<file path="src/rtl/core/stb_pkg.sv">
// Package with the types, codes and constants of the step timing ring buffer.
`timescale 1ns / 1ps

package stb_pkg;

  // Default number of slots in the ring.
  localparam int DEPTH_DEFAULT = 16;

  // Field widths.
  localparam int OP_W       = 2;
  localparam int TIME_W     = 32;
  localparam int SIG_W      = 16;
  localparam int LEVEL_W    = 5;
  localparam int CFG_IDX_W  = 1;
  localparam int CFG_DATA_W = 32;

  // Operation codes.
  localparam logic [OP_W-1:0] OP_WRITE = 2'd0;
  localparam logic [OP_W-1:0] OP_READ  = 2'd1;
  localparam logic [OP_W-1:0] OP_INIT  = 2'd2;

  // Configuration register indexes.
  localparam logic [CFG_IDX_W-1:0] CFG_MIN_LEVEL = 1'b0;
  localparam logic [CFG_IDX_W-1:0] CFG_MIN_TOTAL = 1'b1;

  // Configuration reset values.
  localparam logic [LEVEL_W-1:0] MIN_LEVEL_RST = 5'd4;
  localparam logic [TIME_W-1:0]  MIN_TOTAL_RST = 32'd10000;

  // Marker returned by a read of an empty ring.
  localparam logic [TIME_W-1:0] EMPTY_MARK = 32'd1000;

  // The delay is stored this many slots before the tail.
  localparam int DELAY_LEAD = 2;

  // One input item.
  typedef struct packed {
    logic [OP_W-1:0]   operation;
    logic [TIME_W-1:0] step_time;
    logic [SIG_W-1:0]  step_signals;
  } in_item_t;

  // One result item.
  typedef struct packed {
    logic [TIME_W-1:0]  out_time;
    logic [SIG_W-1:0]   out_signals;
    logic               done_res;
    logic [LEVEL_W-1:0] fill_level;
    logic [TIME_W-1:0]  total_ticks;
    logic               needs_filling;
  } out_item_t;

  // Commands from the controller to the datapath.
  typedef struct packed {
    logic clear_step;
    logic init_start;
    logic accept;
    logic fill_push;
    logic finish;
  } ctrl_cmd_t;

  // Status from the datapath to the controller.
  typedef struct packed {
    logic clear_last;
    logic div_busy;
    logic fill_more;
  } dp_status_t;

endpackage

</file>
<file path="src/rtl/core/stb_ram.sv">
// Generic single-write, single-read RAM with a registered read port.
`timescale 1ns / 1ps

module stb_ram #(
  parameter int WIDTH = 32,
  parameter int DEPTH = 16
) (
  input  logic                     clk,
  input  logic                     we,
  input  logic [$clog2(DEPTH)-1:0] waddr,
  input  logic [WIDTH-1:0]         wdata,
  input  logic                     re,
  input  logic [$clog2(DEPTH)-1:0] raddr,
  output logic [WIDTH-1:0]         rdata
);

  logic [WIDTH-1:0] mem [DEPTH];
  logic [WIDTH-1:0] rdata_r;

  // Write port and registered read port.
  always_ff @(posedge clk) begin
    if (we) begin
      mem[waddr] <= wdata;
    end
    if (re) begin
      rdata_r <= mem[raddr];
    end
  end

  assign rdata = rdata_r;

endmodule

</file>
<file path="src/rtl/core/stb_div.sv">
// Restoring divider that forms the default prefill delay one bit per cycle.
`timescale 1ns / 1ps

module stb_div (
  input  logic                        clk,
  input  logic                        rst_n,
  input  logic                        start,
  input  logic [stb_pkg::TIME_W-1:0]  dividend,
  input  logic [stb_pkg::LEVEL_W-1:0] divisor,
  output logic                        busy,
  output logic [stb_pkg::TIME_W-1:0]  quotient
);

  import stb_pkg::*;

  localparam int STEP_W = $clog2(TIME_W);
  localparam logic [STEP_W-1:0] LAST_STEP = STEP_W'(TIME_W - 1);

  logic [TIME_W-1:0]  quo_r;
  logic [LEVEL_W-1:0] rem_r;
  logic [LEVEL_W-1:0] rem_nxt;
  logic [LEVEL_W:0]   rem_sh;
  logic [LEVEL_W:0]   rem_diff;
  logic               take;
  logic [STEP_W-1:0]  step_r;
  logic               busy_r;

  // One restoring step. A zero divisor always subtracts, so the quotient
  // comes out as all ones.
  always_comb begin
    rem_sh   = {rem_r, quo_r[TIME_W-1]};
    take     = (rem_sh >= {1'b0, divisor});
    rem_diff = rem_sh - {1'b0, divisor};
    rem_nxt  = take ? rem_diff[LEVEL_W-1:0] : rem_sh[LEVEL_W-1:0];
  end

  // Step counter and busy flag.
  always_ff @(posedge clk) begin
    if (!rst_n) begin
      busy_r <= 1'b0;
      step_r <= '0;
    end else if (start) begin
      busy_r <= 1'b1;
      step_r <= LAST_STEP;
    end else if (busy_r) begin
      step_r <= step_r - 1'b1;
      if (step_r == '0) begin
        busy_r <= 1'b0;
      end
    end
  end

  // Quotient and remainder shift registers.
  always_ff @(posedge clk) begin
    if (start) begin
      quo_r <= dividend;
      rem_r <= '0;
    end else if (busy_r) begin
      quo_r <= {quo_r[TIME_W-2:0], take};
      rem_r <= rem_nxt;
    end
  end

  assign busy     = busy_r;
  assign quotient = quo_r;

endmodule

</file>
<file path="src/rtl/core/stb_dp.sv">
// Datapath of the step timing ring buffer: stores, pointers, totals, result register.
`timescale 1ns / 1ps

module stb_dp #(
  parameter int DEPTH = stb_pkg::DEPTH_DEFAULT
) (
  input  logic                           clk,
  input  logic                           rst_n,
  input  stb_pkg::in_item_t              in_data,
  input  logic                           cfg_we,
  input  logic [stb_pkg::CFG_IDX_W-1:0]  cfg_index,
  input  logic [stb_pkg::CFG_DATA_W-1:0] cfg_wdata,
  input  stb_pkg::ctrl_cmd_t             cmd,
  output stb_pkg::dp_status_t            status,
  output stb_pkg::out_item_t             out_data
);

  import stb_pkg::*;

  localparam int AW = $clog2(DEPTH);
  localparam int CW = $clog2(DEPTH + 1);
  localparam logic [AW-1:0] LAST_SLOT  = AW'(DEPTH - 1);
  localparam logic [AW-1:0] LEAD       = AW'(DELAY_LEAD);
  localparam logic [AW-1:0] LEAD_WRAP  = AW'(DEPTH - DELAY_LEAD);
  localparam logic [CW-1:0] FULL_COUNT = CW'(DEPTH);

  // Latched input item.
  logic [OP_W-1:0]    op_r;
  logic [TIME_W-1:0]  time_r;
  logic [SIG_W-1:0]   sig_r;

  // Ring state.
  logic [AW-1:0]      head_r, head_nxt;
  logic [AW-1:0]      tail_r, tail_nxt;
  logic [CW-1:0]      count_r, count_nxt;
  logic [TIME_W-1:0]  sum_r, sum_nxt;
  logic [AW-1:0]      clr_addr_r;

  // Configuration registers.
  logic [LEVEL_W-1:0] min_level_r;
  logic [TIME_W-1:0]  min_total_r;

  // Result register and its next value.
  out_item_t          out_r;
  logic [TIME_W-1:0]  res_time;
  logic [SIG_W-1:0]   res_sig;
  logic               res_done;

  // Store ports.
  logic               full, empty, push_we;
  logic [AW-1:0]      lead_slot;
  logic               dly_we, sig_we, rd_en;
  logic [AW-1:0]      dly_waddr, sig_waddr;
  logic [TIME_W-1:0]  dly_wdata, rd_delay;
  logic [SIG_W-1:0]   sig_wdata, rd_sig;

  // Default delay from the divider.
  logic [TIME_W-1:0]  dflt;
  logic               div_busy;

  function automatic logic [AW-1:0] slot_inc(input logic [AW-1:0] p);
    return (p == LAST_SLOT) ? '0 : p + 1'b1;
  endfunction

  function automatic logic fill_needed(input logic [CW-1:0]      cnt,
                                       input logic [TIME_W-1:0]  sum,
                                       input logic [LEVEL_W-1:0] lvl,
                                       input logic [TIME_W-1:0]  tot);
    return (32'(cnt) < 32'(lvl)) || (sum < tot);
  endfunction

  // Ring occupancy and the slot that takes a new delay.
  always_comb begin
    full      = (count_r == FULL_COUNT);
    empty     = (count_r == '0);
    lead_slot = (tail_r >= LEAD) ? tail_r - LEAD : tail_r + LEAD_WRAP;
  end

  // Next ring state for initialize, prefill and the finish of an item.
  always_comb begin
    head_nxt  = head_r;
    tail_nxt  = tail_r;
    count_nxt = count_r;
    sum_nxt   = sum_r;
    res_time  = '0;
    res_sig   = '0;
    res_done  = 1'b0;
    push_we   = 1'b0;
    if (cmd.init_start) begin
      head_nxt  = '0;
      tail_nxt  = '0;
      count_nxt = '0;
      sum_nxt   = '0;
    end else if (cmd.fill_push) begin
      tail_nxt  = slot_inc(tail_r);
      count_nxt = count_r + 1'b1;
      sum_nxt   = sum_r + dflt;
    end else if (cmd.finish) begin
      unique case (op_r)
        OP_WRITE: begin
          if (!full) begin
            push_we   = 1'b1;
            tail_nxt  = slot_inc(tail_r);
            count_nxt = count_r + 1'b1;
            sum_nxt   = sum_r + time_r;
            res_done  = 1'b1;
          end
        end
        OP_READ: begin
          if (!empty) begin
            res_time  = rd_delay;
            res_sig   = rd_sig;
            sum_nxt   = sum_r - rd_delay;
            head_nxt  = slot_inc(head_r);
            count_nxt = count_r - 1'b1;
            res_done  = 1'b1;
          end else begin
            res_time = EMPTY_MARK;
            res_sig  = SIG_W'(EMPTY_MARK);
          end
        end
        default: begin
        end
      endcase
    end
  end

  // Store write and read ports. The clearing pass writes zeros to both.
  always_comb begin
    dly_we    = cmd.clear_step | cmd.fill_push | push_we;
    dly_waddr = cmd.clear_step ? clr_addr_r : lead_slot;
    dly_wdata = cmd.clear_step ? '0 : (cmd.fill_push ? dflt : time_r);
    sig_we    = dly_we;
    sig_waddr = cmd.clear_step ? clr_addr_r : tail_r;
    sig_wdata = (cmd.clear_step | cmd.fill_push) ? '0 : sig_r;
    rd_en     = cmd.accept && (in_data.operation == OP_READ);
  end

  stb_ram #(
    .WIDTH (TIME_W),
    .DEPTH (DEPTH)
  ) u_delay_ram (
    .clk   (clk),
    .we    (dly_we),
    .waddr (dly_waddr),
    .wdata (dly_wdata),
    .re    (rd_en),
    .raddr (head_r),
    .rdata (rd_delay)
  );

  stb_ram #(
    .WIDTH (SIG_W),
    .DEPTH (DEPTH)
  ) u_signal_ram (
    .clk   (clk),
    .we    (sig_we),
    .waddr (sig_waddr),
    .wdata (sig_wdata),
    .re    (rd_en),
    .raddr (head_r),
    .rdata (rd_sig)
  );

  stb_div u_div (
    .clk      (clk),
    .rst_n    (rst_n),
    .start    (cmd.init_start),
    .dividend (min_total_r),
    .divisor  (min_level_r),
    .busy     (div_busy),
    .quotient (dflt)
  );

  // Ring state, clearing address and configuration registers.
  always_ff @(posedge clk) begin
    if (!rst_n) begin
      head_r      <= '0;
      tail_r      <= '0;
      count_r     <= '0;
      sum_r       <= '0;
      clr_addr_r  <= '0;
      min_level_r <= MIN_LEVEL_RST;
      min_total_r <= MIN_TOTAL_RST;
    end else begin
      head_r  <= head_nxt;
      tail_r  <= tail_nxt;
      count_r <= count_nxt;
      sum_r   <= sum_nxt;
      if (cmd.clear_step) begin
        clr_addr_r <= slot_inc(clr_addr_r);
      end
      if (cfg_we) begin
        unique case (cfg_index)
          CFG_MIN_LEVEL: min_level_r <= cfg_wdata[LEVEL_W-1:0];
          CFG_MIN_TOTAL: min_total_r <= cfg_wdata[TIME_W-1:0];
          default: begin
          end
        endcase
      end
    end
  end

  // Input item latch and result register.
  always_ff @(posedge clk) begin
    if (cmd.accept) begin
      op_r   <= in_data.operation;
      time_r <= in_data.step_time;
      sig_r  <= in_data.step_signals;
    end
    if (cmd.finish) begin
      out_r.out_time      <= res_time;
      out_r.out_signals   <= res_sig;
      out_r.done_res      <= res_done;
      out_r.fill_level    <= LEVEL_W'(count_nxt);
      out_r.total_ticks   <= sum_nxt;
      out_r.needs_filling <= fill_needed(count_nxt, sum_nxt, min_level_r, min_total_r);
    end
  end

  // Status back to the controller.
  always_comb begin
    status.clear_last = (clr_addr_r == LAST_SLOT);
    status.div_busy   = div_busy;
    status.fill_more  = fill_needed(count_r, sum_r, min_level_r, min_total_r) && !full;
  end

  assign out_data = out_r;

endmodule

</file>
<file path="src/rtl/core/stb_ctrl.sv">
// Controller of the step timing ring buffer: sequences clearing, prefill and items.
`timescale 1ns / 1ps

module stb_ctrl (
  input  logic                     clk,
  input  logic                     rst_n,
  input  logic                     in_valid,
  output logic                     in_ready,
  input  logic [stb_pkg::OP_W-1:0] in_op,
  output logic                     out_valid,
  input  logic                     out_ready,
  output stb_pkg::ctrl_cmd_t       cmd,
  input  stb_pkg::dp_status_t      status
);

  import stb_pkg::*;

  localparam logic [2:0] ST_CLEAR = 3'd0;
  localparam logic [2:0] ST_DIV   = 3'd1;
  localparam logic [2:0] ST_FILL  = 3'd2;
  localparam logic [2:0] ST_IDLE  = 3'd3;
  localparam logic [2:0] ST_FIN   = 3'd4;

  logic [2:0] state_r, state_nxt;
  logic       boot_r, boot_nxt;
  logic       out_valid_r, out_valid_nxt;
  logic       out_free;

  // Next state and commands.
  always_comb begin
    state_nxt     = state_r;
    boot_nxt      = boot_r;
    cmd           = '0;
    out_free      = !out_valid_r || out_ready;
    out_valid_nxt = out_valid_r && !out_ready;
    unique case (state_r)
      ST_CLEAR: begin
        cmd.clear_step = 1'b1;
        if (status.clear_last) begin
          cmd.init_start = 1'b1;
          state_nxt      = ST_DIV;
        end
      end
      ST_DIV: begin
        if (!status.div_busy) begin
          state_nxt = ST_FILL;
        end
      end
      ST_FILL: begin
        if (status.fill_more) begin
          cmd.fill_push = 1'b1;
        end else if (boot_r) begin
          // The prefill after reset gives no result item.
          boot_nxt  = 1'b0;
          state_nxt = ST_IDLE;
        end else begin
          state_nxt = ST_FIN;
        end
      end
      ST_IDLE: begin
        if (in_valid) begin
          cmd.accept = 1'b1;
          if (in_op == OP_INIT) begin
            cmd.init_start = 1'b1;
            state_nxt      = ST_DIV;
          end else begin
            state_nxt = ST_FIN;
          end
        end
      end
      ST_FIN: begin
        if (out_free) begin
          cmd.finish    = 1'b1;
          out_valid_nxt = 1'b1;
          state_nxt     = ST_IDLE;
        end
      end
      default: begin
        state_nxt = ST_CLEAR;
      end
    endcase
  end

  // State registers.
  always_ff @(posedge clk) begin
    if (!rst_n) begin
      state_r     <= ST_CLEAR;
      boot_r      <= 1'b1;
      out_valid_r <= 1'b0;
    end else begin
      state_r     <= state_nxt;
      boot_r      <= boot_nxt;
      out_valid_r <= out_valid_nxt;
    end
  end

  assign in_ready  = (state_r == ST_IDLE);
  assign out_valid = out_valid_r;

endmodule

</file>
<file path="src/rtl/core/step_timing_ring_buffer.sv">
// Top level of the step timing ring buffer.
// A ring FIFO of motor step items with a running tick total. Each accepted
// item gives exactly one result item from an output register, and the next
// item is taken while that result still waits. A write, a read or a no-op
// is accepted in ST_IDLE, in which a read issues its registered store read,
// and finished in ST_FIN, which updates the pointers, level and total once
// the output register is free. An initialize runs the bit-serial divider
// that forms the default delay, then the prefill writes one item per cycle.
// After reset the block first clears both stores, one slot per cycle, then
// runs the same prefill with the reset register values; no item is
// accepted and no result is given until that is done.
// Configuration writes are taken at any time.
`timescale 1ns / 1ps

module step_timing_ring_buffer #(
  parameter int DEPTH = stb_pkg::DEPTH_DEFAULT
) (
  input  logic                           clk,
  input  logic                           rst_n,
  input  logic                           in_valid,
  output logic                           in_ready,
  input  stb_pkg::in_item_t              in_data,
  output logic                           out_valid,
  input  logic                           out_ready,
  output stb_pkg::out_item_t             out_data,
  input  logic                           cfg_we,
  input  logic [stb_pkg::CFG_IDX_W-1:0]  cfg_index,
  input  logic [stb_pkg::CFG_DATA_W-1:0] cfg_wdata
);

  import stb_pkg::*;

  ctrl_cmd_t  cmd;
  dp_status_t status;

  // Sequencer.
  stb_ctrl u_ctrl (
    .clk       (clk),
    .rst_n     (rst_n),
    .in_valid  (in_valid),
    .in_ready  (in_ready),
    .in_op     (in_data.operation),
    .out_valid (out_valid),
    .out_ready (out_ready),
    .cmd       (cmd),
    .status    (status)
  );

  // Stores, counters and result register.
  stb_dp #(
    .DEPTH (DEPTH)
  ) u_dp (
    .clk       (clk),
    .rst_n     (rst_n),
    .in_data   (in_data),
    .cfg_we    (cfg_we),
    .cfg_index (cfg_index),
    .cfg_wdata (cfg_wdata),
    .cmd       (cmd),
    .status    (status),
    .out_data  (out_data)
  );

endmodule

</file>
<file path="config.mk">
export PLATFORM = sky130hd
export DESIGN_NAME = step_timing_ring_buffer
export DESIGN_NICKNAME = d
export VERILOG_FILES = /design/src/rtl/core/stb_pkg.sv /design/src/rtl/core/stb_ram.sv /design/src/rtl/core/stb_div.sv /design/src/rtl/core/stb_dp.sv /design/src/rtl/core/stb_ctrl.sv /design/src/rtl/core/step_timing_ring_buffer.sv
export SDC_FILE = /design/constraint.sdc
export NUM_CORES = 2
export LEC_CHECK = 0
export BUFFER_PORTS_ARGS = -buffer_cell sky130_fd_sc_hd__buf_2
export CORE_MARGIN = 5
export CORE_UTILIZATION = 55
export DETAILED_ROUTE_END_ITERATION = 6
export PLACE_DENSITY = 0.72
export SETUP_SLACK_MARGIN = 0.2
export SKIP_CTS_REPAIR_TIMING = 1
export SYNTH_ARGS = -nofsm -noshare
export SYNTH_HDL_FRONTEND = slang
export SYNTH_SLANG_ARGS = --single-unit
</file>
<file path="constraint.sdc">
create_clock -name clk -period 9.4 [get_ports clk]
set_input_delay 0.94 -clock clk [delete_from_list [all_inputs] [get_ports clk]]
set_output_delay 0.94 -clock clk [all_outputs]
set_load 0.02 [all_outputs]
</file>
==> results.py <==
metrics = {
    "outcome": {
        "outcome": "finished, final reports clean",
    },
    "drt": {
        "drc": 0,
        "drtPass1Iterations": 6,
        "wl_met3_um": 12300,
        "routed_wl_um": 130400,
        "highest_layer": "met4",
        "ant_nets": 0,
        "drtIter0Drc": 4001,
        "wl_per_cell_um": 27.88,
        "vias_per_cell": 6.474,
        "via_count": 30290,
        "wl_met1_um": 52130,
        "route.met2.wl_um": 62790,
    },
    "placement": {
        "portBuffers": 176,
        "pre_cts_ws_ps": 3112,
        "gp_congestion": 0.9945,
        "placedCellCount": 4485,
        "place_hpwl_um": 82560,
    },
    "timing": {
        "rsz0062_at_grt": "no",
        "min_period_ps": 5755,
        "drv_slew": 0,
        "finalCritPeriodShare_pct": 61.22,
        "hold_viol_final": 0,
        "worst_slew_pin_slew_ps": 1437,
        "skew_ps": 46.09,
        "setup-violations-final": 0,
        "final.setup.tns_ps": 0,
        "timing.hold.ws_ps": 435.7,
        "max-slew-margin-rel_pct": 4.176,
        "fin_ws_ps": 3645,
        "max_freq_mhz": 173.8,
    },
    "floorplan": {
        "die_height_um": 307.1,
        "design.core.area_um2": 87970,
        "initial_core_util_pct": 55.18,
        "fp.dieW_um": 307.1,
        "rows": 109,
        "io_pins": 177,
        "die-area_um2": 94300,
    },
    "critical_path": {
        "worst-endpoint-arrival_ps": 6200,
        "r2r_start": "u_ctrl.state_r[1]$_SDFFE_PN0P_",
        "startpoint_type": "register",
        "worstPathRequired_ps": 9840,
        "cp-end-kind": "register",
        "reg2reg_depth": 16,
        "reg2reg_slack_ps": 3650,
        "path_max_fanout": 77,
        "critPathKind": "register to register",
        "r2r-end": "u_dp.out_data[0]$_DFFE_PP_",
    },
    "yosys": {
        "netlist_area_um2": 48540,
        "async_flop_share_pct": 0,
        "ys_warn_count": 0,
        "syn_nets": 3497,
        "synth_cell_types": 81,
        "synth_top_cell_area_share_pct": 60.94,
        "synthTopCellsByArea": "edfxtp_1 (61%), mux4_2 (11%), ha_1 (4.6%), dfxtp_1 (4.2%), a21oi_1 (2.4%)",
        "ys.flop_type": "edfxtp_1",
        "yosysTopAreaCell": "edfxtp_1",
        "ys_ff_latch": 1087,
        "synth-seq-area-share_pct": 65.14,
        "synth_cells": 3227,
        "syn_area_per_cell_um2": 15.04,
        "synth_edf_count": 985,
    },
    "flow_run": {
        "cap_violations": 0,
    },
    "clocking": {
        "clk_path_buf_depth": 3,
        "cts_max_level": 3,
        "clock_latency_ps": 690,
        "cts_tree": "done",
        "clock-sinks": 1087,
        "cts_buffers": 105,
        "root_buffer": "clkbuf_16",
        "clk_pin_slew_ps": 60,
    },
    "final_layout": {
        "final_core_util_pct": 62.12,
        "antenna_cells": 0,
        "nets": 3698,
        "mostFrequentLayoutCells": "edfxtp_1 (985), nand2_1 (272), mux4_2 (240), a21oi_1 (227), ha_1 (178)",
        "final_common_cell": "edfxtp_1",
        "drive_gt1_share_pct": 20.06,
        "area_growth_pct": 12.57,
        "stdcell_count": 4679,
        "fill_cells": 6215,
    },
    "min_path": {
        "holdCritStartpoint": "in_data[32]",
        "holdPathEnd": "u_dp.time_r[16]$_DFFE_PP_",
        "holdPathStages": 1,
        "hold_class": "input port to register",
    },
    "global_route": {
        "grt_use_total_pct": 27.28,
        "grt_max_degree": 165,
        "grt-ovfl-total": 0,
        "grt_pass1_wl_um": 193200,
        "antenna_found_initial": 2,
        "grt_pass1_vias": 30270,
    },
    "pwr": {
        "ir_drop_mv": 0.2739,
        "p_leak_nw": 19.27,
        "power_per_cell_area_nw_per_um2": 282.6,
    },
}
-- synth_stat cells (5+ instances only) --
master     count
edfxtp_1     985
nand2_1      272
mux4_2       240
a21oi_1      232
ha_1         178
nor2_1       171
o21ai_0      135
clkbuf_1     130
inv_1        107
dfxtp_1      102
xnor2_1       49
a21o_1        48
and3_1        44
nor3_1        43
xor2_1        38
and2_1        36
buf_1         30
nand3_1       30
nand4_1       29
o211ai_1      29
o22ai_1       20
o21a_1        19
o21bai_1      18
a31oi_1       16
nand2b_1      16
o221ai_1      16
a211oi_1      15
or3_1         14
mux2i_1       13
nor2b_1       13
a22oi_1        9
o31ai_1        9
nor3b_1        7
o2111ai_1      7
a21boi_0       6
a221oi_1       6
a211o_1        5
o21ai_1        5
or2_2          5
-- per-layer routing --
metal | GRT usage [%] | vias to the layer above
li1 | - | 13000
met1 | 39.26 | 15370
met2 | 44.35 | 1712
met3 | 4.311 | 210
met4 | 7.379 | 0
met5 | 0 | -
-- area by class of cell --
| type | instances | area (µm²) | area share [%] |
|---|---|---|---|
| Inverter | 107 | 404.1 | 0.7396 |
| Clock buffer | 140 | 2882 | 5.274 |
| Sequential cell | 1087 | 31630 | 57.89 |
| Clock inverter | 53 | 678.2 | 1.241 |
| Tap cell | 1165 | 1458 | 2.668 |
| Timing Repair Buffer | 256 | 1510 | 2.764 |
| Multi-Input combinational cell | 1871 | 16080 | 29.42 |
-- critical path, stage by stage (launching register included) --
cell and delay (ps):
dfxtp_1 420, nor2_1 250, nand3_1 640, inv_4 560, buf_4 850, nand2b_1 450, or3_1 450, mux2i_1 180
o31ai_1 110, and3_1 230, ha_1 330, nand4_1 100, nor4_1 400, a21oi_1 110, o21ai_0 90, a21oi_1 60
a32o_1 250
-- registers in the layout, summed over array words and instances (netlist names) --
signal	count
u_dp.u_delay_ram.mem	512
u_dp.u_signal_ram.mem	256
u_dp.out_data	87
u_dp.min_total_r	32
u_dp.sum_r	32
u_dp.time_r	32
u_dp.u_delay_ram.rdata	32
u_dp.u_div.quotient	32
u_dp.sig_r	16
u_dp.u_signal_ram.rdata	16
u_dp.count_r	5
u_dp.min_level_r	5
u_dp.u_div.rem_r	5
u_dp.u_div.step_r	5
u_dp.clr_addr_r	4
u_dp.head_r	4
u_dp.tail_r	4
u_ctrl.state_r	3
u_dp.op_r	2
u_ctrl.boot_r	1
u_ctrl.out_valid	1
u_dp.u_div.busy	1
-- worst max-delay path by stage --
stage               depth (start not counted)                    endpoint  slack (ps)                           start
floorplan                                  17  u_dp.out_data[0]$_DFFE_PP_        3190                       out_ready
global placement                           17  u_dp.out_data[0]$_DFFE_PP_        3100                       out_ready
detailed placement                         17  u_dp.out_data[0]$_DFFE_PP_        3110                       out_ready
CTS                                        16  u_dp.out_data[0]$_DFFE_PP_        3630  u_ctrl.state_r[1]$_SDFFE_PN0P_
global route                               16  u_dp.out_data[0]$_DFFE_PP_        3260  u_ctrl.state_r[1]$_SDFFE_PN0P_
finish                                     16  u_dp.out_data[0]$_DFFE_PP_        3650  u_ctrl.state_r[1]$_SDFFE_PN0P_
-- report_power, final --
group | switching (mW) | internal, mW
Combinational | 2.82 | 1.45
Clock | 1.81 | 2.55
Sequential | 0.330 | 6.48
Total | 4.96 | 10.5
-- stage by stage --
step | power, mW | instance area [µm²]
final | 15.44 | 54640
after global routing | 16.09 | 54640
after CTS | 15.41 | 54610
after detailed placement | 11.04 | 51050
after global placement | 10.86 | 51050
after floorplan | 9.474 | 48540
-- cell families after synthesis --
group                      share of synthesized area, %
xor gates and xnor gates                          1.570
buffers and inverters                             2.085
DFF                                               65.14
and+or+nand+nor                                   6.741
adders and majority gates                         4.753
muxes                                             11.40
AOI/OAI and AO/OA                                 8.303
Note: power is estimated with default switching activity, not from simulation.
